`config.mk`:
```
export PLATFORM = sky130hd
export DESIGN_NAME = pl0_div
export DESIGN_NICKNAME = d
export VERILOG_FILES = /design/src/rtl/pl0_pkg.sv /design/src/rtl/pl0_div.sv
export SDC_FILE = /design/constraint.sdc
export NUM_CORES = 1
export LEC_CHECK = 0
export ABC_CLOCK_PERIOD_IN_PS = 4850
export BUFFER_PORTS_ARGS = -buffer_cell sky130_fd_sc_hd__buf_2
export CORE_ASPECT_RATIO = 1.5
export CORE_MARGIN = 4
export CORE_UTILIZATION = 40
export CTS_CLUSTER_SIZE = 8
export DETAILED_ROUTE_END_ITERATION = 8
export HOLD_SLACK_MARGIN = 0.15
export SYNTH_ARGS = -nofsm -noshare
export SYNTH_HDL_FRONTEND = slang
export SYNTH_SLANG_ARGS = --single-unit
```
`constraint.sdc`:
```
create_clock -name clk -period 4.85 [get_ports clk]
set_clock_uncertainty 0.1 [all_clocks]
set_input_delay 0.97 -clock clk [delete_from_list [all_inputs] [get_ports clk]]
set_output_delay 0.97 -clock clk [all_outputs]
set_load 0.01 [all_outputs]
```
`src/rtl/pl0_pkg.sv`:
```
// ----------------------------------------------------------------------------
// pl0_pkg
// opcodes, sub-operation codes, error codes and divider link types
// ----------------------------------------------------------------------------
package pl0_pkg;

    localparam logic [3:0] OP_LIT   = 4'd0;
    localparam logic [3:0] OP_OPR   = 4'd1;
    localparam logic [3:0] OP_LOD   = 4'd2;
    localparam logic [3:0] OP_STO   = 4'd3;
    localparam logic [3:0] OP_CAL   = 4'd4;
    localparam logic [3:0] OP_INT   = 4'd5;
    localparam logic [3:0] OP_JMP   = 4'd6;
    localparam logic [3:0] OP_JPC   = 4'd7;
    localparam logic [3:0] OP_HALT  = 4'd8;
    localparam logic [3:0] OP_READ  = 4'd9;
    localparam logic [3:0] OP_WRITE = 4'd10;

    localparam logic signed [31:0] SUB_RET = 32'sd0;
    localparam logic signed [31:0] SUB_ADD = 32'sd1;
    localparam logic signed [31:0] SUB_SUB = 32'sd2;
    localparam logic signed [31:0] SUB_MUL = 32'sd3;
    localparam logic signed [31:0] SUB_DIV = 32'sd4;
    localparam logic signed [31:0] SUB_EQ  = 32'sd5;
    localparam logic signed [31:0] SUB_NEQ = 32'sd6;
    localparam logic signed [31:0] SUB_GE  = 32'sd7;
    localparam logic signed [31:0] SUB_LE  = 32'sd8;
    localparam logic signed [31:0] SUB_GT  = 32'sd9;
    localparam logic signed [31:0] SUB_LT  = 32'sd10;
    localparam logic signed [31:0] SUB_NEG = 32'sd11;
    localparam logic signed [31:0] SUB_ODD = 32'sd12;

    localparam logic [1:0] ERR_NONE  = 2'd0;
    localparam logic [1:0] ERR_OPC   = 2'd1;
    localparam logic [1:0] ERR_RANGE = 2'd2;
    localparam logic [1:0] ERR_DIV0  = 2'd3;

    typedef struct packed {
        logic               start;
        logic signed [31:0] dividend;
        logic signed [31:0] divisor;
    } div_req_t;

    typedef struct packed {
        logic               done;
        logic signed [31:0] quotient;
    } div_rsp_t;

endpackage

```
`src/rtl/pl0_div.sv`:
```
// ----------------------------------------------------------------------------
// pl0_div
// radix-2 restoring signed divider, truncates toward zero, 32 steps
// ----------------------------------------------------------------------------
module pl0_div
    import pl0_pkg::*;
(
    input  logic     clk,
    input  logic     rst_n,
    input  div_req_t req,
    output div_rsp_t rsp
);

    logic [31:0] rem_reg;
    logic [31:0] quo_reg;
    logic [31:0] dvs_reg;
    logic        neg_reg;
    logic [5:0]  cnt_reg;
    logic        done_reg;
    logic [32:0] rem_sh;
    logic [32:0] diff;

    assign rem_sh = {rem_reg, quo_reg[31]};
    assign diff   = rem_sh - {1'b0, dvs_reg};

    always_ff @(posedge clk or negedge rst_n)
    begin
        if (!rst_n)
        begin
            cnt_reg  <= '0;
            done_reg <= 1'b0;
        end
        else
        begin
            done_reg <= (cnt_reg == 6'd1);
            if (req.start)
            begin
                cnt_reg <= 6'd32;
                neg_reg <= req.dividend[31] ^ req.divisor[31];
                rem_reg <= '0;
                quo_reg <= req.dividend[31] ? (32'd0 - req.dividend) : req.dividend;
                dvs_reg <= req.divisor[31] ? (32'd0 - req.divisor) : req.divisor;
            end
            else if (cnt_reg != 6'd0)
            begin
                cnt_reg <= cnt_reg - 6'd1;
                if (!diff[32])
                begin
                    rem_reg <= diff[31:0];
                    quo_reg <= {quo_reg[30:0], 1'b1};
                end
                else
                begin
                    rem_reg <= rem_sh[31:0];
                    quo_reg <= {quo_reg[30:0], 1'b0};
                end
            end
        end
    end

    assign rsp.done     = done_reg;
    assign rsp.quotient = neg_reg ? $signed(32'd0 - quo_reg) : $signed(quo_reg);

endmodule

```
==> Yosys cells after proc, flatten, opt, wreduce, memory -nomap -nowiden <==
Cells that the tools add are included.
{ "op_classes": {"add_sub_neg": 5, "n_eq_ne": 1, "mux": 10, "bitwise": 1, "reduce_logical": 4} }
{ "op_table": {"columns": ["op", "count"], "rows": [
  ["two-way mux 32 bit", 6],
  ["subtractor 1 x 32 -> 32 bit, first input constant", 3],
  ["subtractor 33 x 32 -> 33 bit", 1],
  ["two-way mux 31 bit", 1],
  ["two-way mux 6 bit", 2],
  ["== test 6 x 1 -> 1 bit, second input constant", 1],
  ["nonzero test 6 bit", 1],
  ["subtractor 6 x 1 -> 6 bit, second input constant", 1],
  ["AND reduction 2 bit", 2],
  ["nonzero test 2 bit", 1],
  ["two-way mux 1 bit", 1],
  ["bitwise XOR 1 bit", 1]
]} }
{ "totals": {"reg_bits": 104, "out_inout_bits": 33, "word_cells": 28} }

==> Longest topological paths before layout <==
Gate-level depths: netlist (run 1).
{ "depth": {"depth_word": 4, "depth_mapped": 14, "ltp_nobuf": 11} }

==> Worst setup path before layout (run 1) <==
Ideal clock, no wire load.
{ "synth_timing": {"kind": "reg-to-output", "from": "register quo_reg[9]", "to": "output port rsp[29] in the netlist's numbering", "t_arrival_ns": 2.850, "required_ns": 3.780, "slack_ns": 0.930, "stages_incl_launch_ff": 8, "cell_sequence": "edfxtp_1 -> or4_1 -> or3_1 -> or2_2 -> or3_1 -> or3_1 -> o41ai_1 -> xnor2_1"} }
{ "synth_lines": {"columns": ["item", "line_no", "source"], "rows": [
  ["start, declared", "pl0_div.sv:15", "logic [31:0] quo_reg;"],
  ["start signal, assigned", "pl0_div.sv:41", "quo_reg <= req.dividend[31] ? (32'd0 - req.dividend) : req.dividend;"],
  ["start signal, assigned", "pl0_div.sv:50", "quo_reg <= {quo_reg[30:0], 1'b1};"],
  ["start signal, assigned", "pl0_div.sv:55", "quo_reg <= {quo_reg[30:0], 1'b0};"],
  ["end, declared", "pl0_div.sv:11", "output div_rsp_t rsp"]
]} }

==> impl_metrics.csv, run 1 <==
group,metric,value,unit
clocking,clock-sinks,104,
synth,synth_cell_type_count,59,
synth,syn_avg_cell_area,8.96,um2
critical_path,crit_required,3.78,ns
route,dr.pass1.iters,5,
critical_path,rr_worst_depth,12,
synth,ys_ff_latch,104,
route,wl_per_cell,17.7,um
clocking,cts_buffer_depth,2,
timing,setup_viol,0,
synth,ys_seq_area_share,36.5,%
synth,synth_common_cells,"97 x edfxtp_1, 81 x xnor2_1, 78 x nor2_1",
global_routing,grt_use_met1,21.6,%
hold_path,hp-class,"input pin to asynchronous set/reset pin",
route,drc,0,
synth,synth_most_common_cell,"edfxtp_1",
clocking,clockRootBuffer,"clkbuf_16",
timing,holdWs,0.350,ns
timing,final_hold_viol_count,0,
route,antenna_left,0,
global_routing,gr-max-usage-layer,"met2",
cells_and_area,drive_above_1_share,14.5,%
critical_path,setup.worst_path.start_class,"register",
clocking,postCtsHoldBufs,0,
critical_path,endpoint_kind,"output pin",
critical_path,setup.worst_path.start,"quo_reg[9]$_DFFE_PP_",
global_routing,grt_pass1_vias,7324,
synth,synth_area_leaders,"edfxtp_1 34%, xnor2_1 8.4%, ha_1 5.6%, a21oi_1 4.0%, o21ai_0 3.7%",
clocking,postCtsResizedCells,0,
global_routing,grt_max_degree,71,
synth,ys_async_sr_fraction,6.73,%
critical_path,r2r-start,"quo_reg[31]$_DFFE_PP_",
clocking,tritoncts,"done",
synth,synth_top_area_share,34.4,%
timing,min_period,4.58,ns
synth,syn_inst,945,
floorplan,core,0.0206,mm2
floorplan,dieHeight,186,um
pwr,total_power,4.18,mW
global_routing,grt_use_total,19.5,%
global_routing,antenna_found_initial,6,
floorplan,fp.dieW,127,um
cells_and_area,final_cells,1292,
clocking,numCtsBuffers,9,
cells_and_area,fill_cells,2070,
critical_path,path_max_fanout,5,
timing,min_period_over_period,94.4,%
synth,syn_nets,1051,
timing,relSlewSlack,35.9,%
timing,drv_slew,0,
timing,layout_setup_ws,0.270,ns
timing,tightest_slew,0.962,ns
run_status,status,"finished clean",
synth,synth_warnings,0,
placed_design,io_buffers,99,
floorplan,initial_core_util,41.1,%
route,vias,7366,
global_routing,met3_usage,3.86,%
placed_design,dp_slack,0.651,ns
cells_and_area,fin_util,46.2,%
placed_design,post-dp-hpwl,17.4,mm
placed_design,place_area,0.00922,mm2
critical_path,critical_path_class,"register to output pin",
cells_and_area,design_area,0.00950,mm2
floorplan,dieArea,0.0236,mm2
pwr,power_density,440,mW/mm2
timing,fin_tns_setup,0,ns
clocking,clk_transition_reported_paths,0.08,ns
clocking,cts_setup_buffers,0,
synth,yosysTopAreaCell,"edfxtp_1",
placed_design,dpl.cell_count,1272,
timing,fmax,218,MHz
route,vias_per_cell,5.70,
synth,synth_ff_type,"edfxtp_1",
cells_and_area,syn_to_final_growth,12.2,%
cells_and_area,nets,1125,
synth,synth-edff-count,97,
global_routing,grt_pass1_wl,36.9,mm
pwr,leakage,3.61,nW
route,wl,22.9,mm
placed_design,place_congestion,0.850,
route,dr.first_iter.drc_count,383,
clocking,h-tree-depth,3,
floorplan,rows,64,
timing,rsz0062_at_grt,"false",
synth,synthesis.area,0.00847,mm2
pwr,ir_drop,0.000188,V
clocking,clock_latency,0.36,ns
flow_run,cap_violations,0,
global_routing,grt_overflow,0,
floorplan,io_pins,100,
critical_path,cp.arrival,3.51,ns
global_routing,met2_usage,37.0,%
[where the power goes]
part           total, mW  internal [mW]  switching (mW)
Combinational       2.10          0.866            1.24
Clock              0.699          0.354           0.345
Sequential          1.38           1.22           0.155
Total               4.18           2.44            1.74
[critical path, cell delays in order (launching register included)]
cell,delay (ns)
edfxtp_1,0.44
or4_1,0.57
or3_1,0.36
or2_2,0.31
or3_1,0.39
or3_1,0.43
o41ai_1,0.33
xnor2_1,0.16
buf_2,0.15
[routing by layer]
layer / vias up / part of all wire, %
met1: 3498 / 41
met2: 138 / 53
met4: 8 / 2.6
met5: - / 0.18
li1: 3684 / -
met3: 38 / 3.9
[cells in the final DEF, fill, tap and decap left out, types with 6 or more instances in the layout]
cell / synthesis / routed
a21o_1: 18 / 18
a21oi_1: 67 / 67
a311oi_1: 18 / 18
a31oi_1: 7 / 6
a41oi_1: 6 / 6
and2_1: 8 / 8
and3_1: 8 / 8
buf_2: 4 / 98
buf_4: 2 / 18
clkbuf_16: 0 / 9
dfrtp_1: 7 / 7
edfxtp_1: 97 / 97
ha_1: 38 / 38
inv_1: 49 / 49
nand2_1: 58 / 58
nand2b_1: 13 / 13
nand3_1: 29 / 29
nand3b_1: 16 / 16
nor2_1: 78 / 78
nor2b_1: 7 / 7
nor3_1: 14 / 14
nor3b_1: 8 / 8
nor4_1: 7 / 7
o211ai_1: 18 / 18
o21a_1: 8 / 8
o21ai_0: 62 / 62
o31ai_1: 30 / 30
o41ai_1: 14 / 14
or2_2: 7 / 7
or3_1: 12 / 12
or4_1: 16 / 16
xnor2_1: 81 / 81
xor2_1: 34 / 34
[kinds of logic (layout without fill, tap and decap cells)]
| family | Yosys count | in the layout | share of synthesized area [%] |
|---|---|---|---|
| AO/OA/AOI/OAI | 288 | 288 | 22.7 |
| XOR/XNOR | 115 | 115 | 11.9 |
| adder cells (fa/ha/maj) | 39 | 39 | 5.85 |
| buffers and inverters | 102 | 181 | 4.67 |
| flip-flops | 104 | 104 | 36.5 |
| multiplexers | 5 | 5 | 0.606 |
| other | 0 | 4 | 0 |
| AND/OR/NAND/NOR | 292 | 292 | 17.8 |
[final cells by class]
class,count,area (um2),share of cell area (%)
multi-input combinational,739,4990,52.5
sequential,104,3090,32.5
timing repair buffer,116,626,6.58
tap,264,330,3.48
clock buffer,11,233,2.45
inverter,49,184,1.94
clock inverter,5,42.5,0.448
antenna,4,10.0,0.105
[worst paths after layout]
kind                                             to  slack [ns]
max reg2reg                rem_reg[1]$_SDFFCE_PP0P_        0.91
min                          cnt_reg[5]$_DFFE_PN0N_        0.35
min in group clk             cnt_reg[5]$_DFFE_PN0N_        0.43
min reg2reg                  cnt_reg[5]$_DFFE_PN0N_        0.43
max                                         rsp[29]        0.27
max in group asynchronous    cnt_reg[4]$_DFFE_PN0N_        3.52
Power figures use the tool's default switching activity.
==> run 2: changes to the inputs <==
- CORE_UTILIZATION: 40 -> 35
- CTS_BUF_LIST: default -> sky130_fd_sc_hd__clkbuf_16
==> impl_metrics.csv, run 2 (synthesis results as in run 1) <==
group,metric,value,unit
timing,min_period_over_period,95.3,%
clocking,cts_buffer_depth,2,
floorplan,io_pins,100,
timing,fmax,216,MHz
global_routing,met2_usage,31.1,%
critical_path,cp_common_cell,"or3_1",
pwr,total_power,4.22,mW
route,drc,0,
critical_path,crit_slowest_cell,"or4_1",
pwr,ir_drop,0.000304,V
timing,final_hold_viol_count,0,
timing,tightest_slew,0.920,ns
critical_path,setup.worst_path.start_class,"register",
cells_and_area,nets,1126,
floorplan,initial_core_util,35.7,%
critical_path,critical_path_class,"register to output pin",
floorplan,core,0.0237,mm2
global_routing,grt_pass1_vias,7468,
timing,drv_slew,0,
hold_path,hp-class,"input pin to asynchronous set/reset pin",
pwr,power_density,440,mW/mm2
placed_design,io_buffers,99,
clocking,postCtsResizedCells,0,
global_routing,grt_use_met1,20.4,%
placed_design,post-dp-hpwl,17.4,mm
global_routing,grt_pass1_wl,38.1,mm
timing,setup_viol,0,
pwr,leakage,3.64,nW
floorplan,fp.dieW,135,um
clocking,clock-sinks,104,
clocking,h-tree-depth,3,
cells_and_area,final_common_cell,"buf_2",
critical_path,path_max_fanout,5,
global_routing,gr-max-usage-layer,"met2",
cells_and_area,final_cell_mix,"98 x buf_2, 97 x edfxtp_1, 81 x xnor2_1, 78 x nor2_1, 67 x a21oi_1",
flow_run,cap_violations,0,
route,wl,22.9,mm
clocking,cts_setup_buffers,0,
clocking,tritoncts,"done",
cells_and_area,syn_to_final_growth,13.2,%
critical_path,crit_required,3.78,ns
cells_and_area,drive_above_1_share,14.4,%
route,dr.first_iter.drc_count,435,
timing,fin_tns_setup,0,ns
clocking,clock_latency,0.36,ns
route,vias,7394,
route,antenna_left,0,
timing,relSlewSlack,38.7,%
floorplan,dieHeight,199,um
critical_path,cp.arrival,3.55,ns
timing,min_period,4.62,ns
global_routing,antenna_found_initial,0,
critical_path,path_cells,"or4_1 -> or3_1 -> or2_2 -> or3_1 -> or3_1 -> o41ai_1 -> xnor2_1 -> buf_2",
critical_path,endpoint_kind,"output pin",
route,wl_per_cell,17.0,um
route,vias_per_cell,5.50,
critical_path,crit_buf_inv,1,
clocking,numCtsBuffers,9,
global_routing,met3_usage,3.16,%
clocking,clk_transition_reported_paths,0.07,ns
cells_and_area,fill_cells,2395,
critical_path,max_stage_delay,0.57,ns
critical_path,critPathTopFamily,"simple AND/OR/NAND/NOR gates",
global_routing,grt_use_total,17.6,%
route,dr.pass1.iters,4,
placed_design,place_congestion,0.903,
floorplan,dieArea,0.0268,mm2
run_status,status,"finished clean",
cells_and_area,diodes,0,
timing,rsz0062_at_grt,"false",
timing,holdWs,0.393,ns
floorplan,rows,69,
clocking,clockRootBuffer,"clkbuf_16",
global_routing,grt_max_degree,55,
global_routing,grt_overflow,0,
clocking,postCtsHoldBufs,0,
## run 2: metrics by stage
stage | setup slack, ns | instances | utilization [%] | instance area, um2
after floorplan | 0.930 | 945 | - | 8470
after global placement | 0.682 | 1328 | 39.2 | 9300
after detailed placement | 0.641 | 1328 | 39.2 | 9300
after CTS | 0.230 | 1344 | 40.4 | 9580
after global routing | 0.0300 | 1344 | 40.4 | 9580
final | 0.228 | 1344 | 40.4 | 9580
## run 2: path summary, 6_finish.rpt
path | endpoint | cells after the start | startpoint | slack (ns)
worst max-delay path | rsp[29] | 8 | quo_reg[9]$_DFFE_PP_ | 0.23
worst min-delay path | done_reg$_DFF_PN0_ | 1 | rst_n | 0.39
worst max register to register | rem_reg[5]$_SDFFCE_PP0P_ | 13 | quo_reg[31]$_DFFE_PP_ | 0.88
worst min register to register | cnt_reg[5]$_DFFE_PN0N_ | 1 | cnt_reg[5]$_DFFE_PN0N_ | 0.43
max in group asynchronous | cnt_reg[5]$_DFFE_PN0N_ | 2 | rst_n | 3.49
min in group clk | cnt_reg[5]$_DFFE_PN0N_ | 1 | cnt_reg[5]$_DFFE_PN0N_ | 0.43
## run 2: final cells by class
| type | count | area, um2 | area share, % |
|---|---|---|---|
| Clock buffer | 9 | 225 | 2.35 |
| Sequential cell | 104 | 3090 | 32.2 |
| Inverter | 49 | 184 | 1.92 |
| Timing Repair Buffer | 117 | 633 | 6.61 |
| Multi-Input combinational cell | 739 | 4990 | 52.1 |
| Tap cell | 319 | 399 | 4.16 |
| Clock inverter | 7 | 63.8 | 0.666 |
## run 2: per-layer routing
metal | vias up | wire [um]
li1 | 3679 | -
met5 | - | 0
met1 | 3487 | 9300
met3 | 52 | 960
met4 | 0 | 945
met2 | 176 | 11700
## run 2: power breakdown
part | internal [mW] | leakage, nW | switching [mW]
Sequential | 1.22 | 1.03 | 0.158
Combinational | 0.860 | 2.46 | 1.24
Clock | 0.397 | 0.150 | 0.344
Total | 2.48 | 3.64 | 1.74
==> run 3: changes to the inputs <==
- ABC_CLOCK_PERIOD_IN_PS: 4850 -> 4800
- clock period: 4.85 -> 4.8 ns (I/O delays scaled with it)
==> impl_metrics.csv, run 3 (synthesis results as in run 1) <==
group,metric,value,unit
critical_path,path_max_fanout,5,
floorplan,initial_core_util,35.7,%
pwr,p_sw,1.75,mW
clocking,numCtsBuffers,9,
clocking,cts_setup_buffers,0,
cells_and_area,fin_util,40.2,%
critical_path,crit_slowest_cell,"or4_1",
placed_design,place_congestion,0.936,
pwr,p_int,2.45,mW
route,antenna_left,0,
floorplan,rows,69,
cells_and_area,final_cell_mix,"98 x buf_2, 97 x edfxtp_1, 81 x xnor2_1, 78 x nor2_1, 67 x a21oi_1",
placed_design,io_buffers,99,
floorplan,io_pins,100,
timing,rsz0062_at_grt,"false",
clocking,cts_buffer_depth,2,
clocking,clock-sinks,104,
critical_path,path_cells,"or4_1 -> or3_1 -> or2_2 -> or3_1 -> or3_1 -> o41ai_1 -> xnor2_1 -> buf_2",
placed_design,place_area,0.00928,mm2
pwr,switching_share,41.7,%
floorplan,core,0.0237,mm2
global_routing,grt_pass1_wl,36.4,mm
cells_and_area,syn_to_final_growth,12.7,%
cells_and_area,seqCellArea,0.00309,mm2
global_routing,grt_max_degree,63,
pwr,total_power,4.20,mW
timing,tightest_slew,0.931,ns
placed_design,dpl.cell_count,1326,
global_routing,grt_use_total,16.8,%
clocking,tritoncts,"done",
critical_path,crit_required,3.74,ns
cells_and_area,final_cells,1342,
cells_and_area,nets,1124,
route,drc,0,
global_routing,antenna_found_initial,0,
timing,final_hold_viol_count,0,
global_routing,grt_pass1_vias,7255,
timing,fin_tns_setup,0,ns
timing,min_period,4.61,ns
route,vias_per_cell,5.49,
flow_run,cap_violations,0,
critical_path,max_stage_delay,0.54,ns
cells_and_area,diodes,0,
route,wl_per_cell,16.9,um
route,dr.first_iter.drc_count,409,
placed_design,dp_slack,0.541,ns
hold_path,hp-class,"input pin to asynchronous set/reset pin",
pwr,clockPowerShare,16.5,%
route,top_layer,"met4",
route,wl,22.6,mm
critical_path,setup.worst_path.start_class,"register",
floorplan,dieHeight,199,um
floorplan,dieArea,0.0268,mm2
clocking,clock_latency,0.36,ns
timing,min_period_over_period,96.0,%
pwr,comb_power_share,50.3,%
pwr,power_density,441,mW/mm2
clocking,clockRootBuffer,"clkbuf_16",
run_status,status,"finished clean",
global_routing,grt_overflow,0,
route,dr.pass1.iters,6,
route,routedLengthMet1,9.31,mm
cells_and_area,fill_cells,2383,
route,route.met3.wl,900,um
cells_and_area,final_common_cell,"buf_2",
placed_design,post-dp-hpwl,17.1,mm
cells_and_area,design_area,0.00954,mm2
timing,setup_viol,0,
timing,holdWs,0.389,ns
timing,fmax,217,MHz
cells_and_area,multi_input_area,0.00499,mm2
critical_path,endpoint_kind,"output pin",
critical_path,cp.arrival,3.55,ns
cells_and_area,drive_above_1_share,14.3,%
route,vias,7374,
timing,relSlewSlack,37.4,%
pwr,ir_drop,0.000215,V
pwr,p_seq_share,33.1,%
floorplan,fp.dieW,135,um
pwr,leakage,3.61,nW
clocking,clk_transition_reported_paths,0.07,ns
clocking,h-tree-depth,3,
route,met2WireLength,11.7,mm
clocking,postCtsHoldBufs,0,
critical_path,critical_path_class,"register to output pin",
timing,layout_setup_ws,0.192,ns
clocking,postCtsResizedCells,0,
critical_path,cp_common_cell,"or3_1",
timing,drv_slew,0,
[run 3: changes by cell type in the layout (fill, tap and decap cells not counted), sizes merged]
| cell | previous run | this run |
|---|---|---|
| bufinv | 1 | 0 |
| inv | 52 | 49 |
| buf | 117 | 115 |
| clkinv | 3 | 7 |
[run 3: path summary, 6_finish.rpt]
check,from,endpoint,slack [ns],depth (start not counted)
worst min register to register,cnt_reg[5]$_DFFE_PN0N_,cnt_reg[5]$_DFFE_PN0N_,0.44,1
min in group clk,cnt_reg[5]$_DFFE_PN0N_,cnt_reg[5]$_DFFE_PN0N_,0.44,1
worst max register to register,quo_reg[31]$_DFFE_PP_,rem_reg[5]$_SDFFCE_PP0P_,0.79,12
worst min-delay path,rst_n,done_reg$_DFF_PN0_,0.39,1
max in group asynchronous,rst_n,cnt_reg[0]$_DFFE_PN0N_,3.44,2
worst max-delay path,quo_reg[8]$_DFFE_PP_,rsp[29],0.19,8
[run 3: layout make-up]
cell class	count	share of cell area, %
multi-input cells	739	52.3
flip-flops and latches	104	32.4
repair buffers	115	6.48
well taps	319	4.18
clock buffers	9	2.36
inverters	49	1.93
clock inverters	7	0.406
[run 3: routing by layer]
layer / up-vias / GRT usage [%]
met4: 0 / 6.13
met3: 40 / 3.09
met1: 3498 / 19.5
li1: 3674 / -
met5: - / 0
met2: 162 / 30.7
[run 3: power by group through the flow]
stage                     logic (mW)  clock network [mW]  registers, mW
after floorplan                 1.56                   0           1.35
after global routing            2.35               0.745           1.42
after global placement          2.09                   0           1.41
final                           2.12               0.695           1.39
after CTS                       2.11               0.709           1.39
after detailed placement        2.10                   0           1.41
[run 3: worst max-delay path: cells and delay by family (launching register included)]
family	cells	cell delay, ns
flops	1	0.46
simple gates	5	2.05
compound gates	1	0.37
xor+xnor	1	0.16
buf+inv	1	0.15
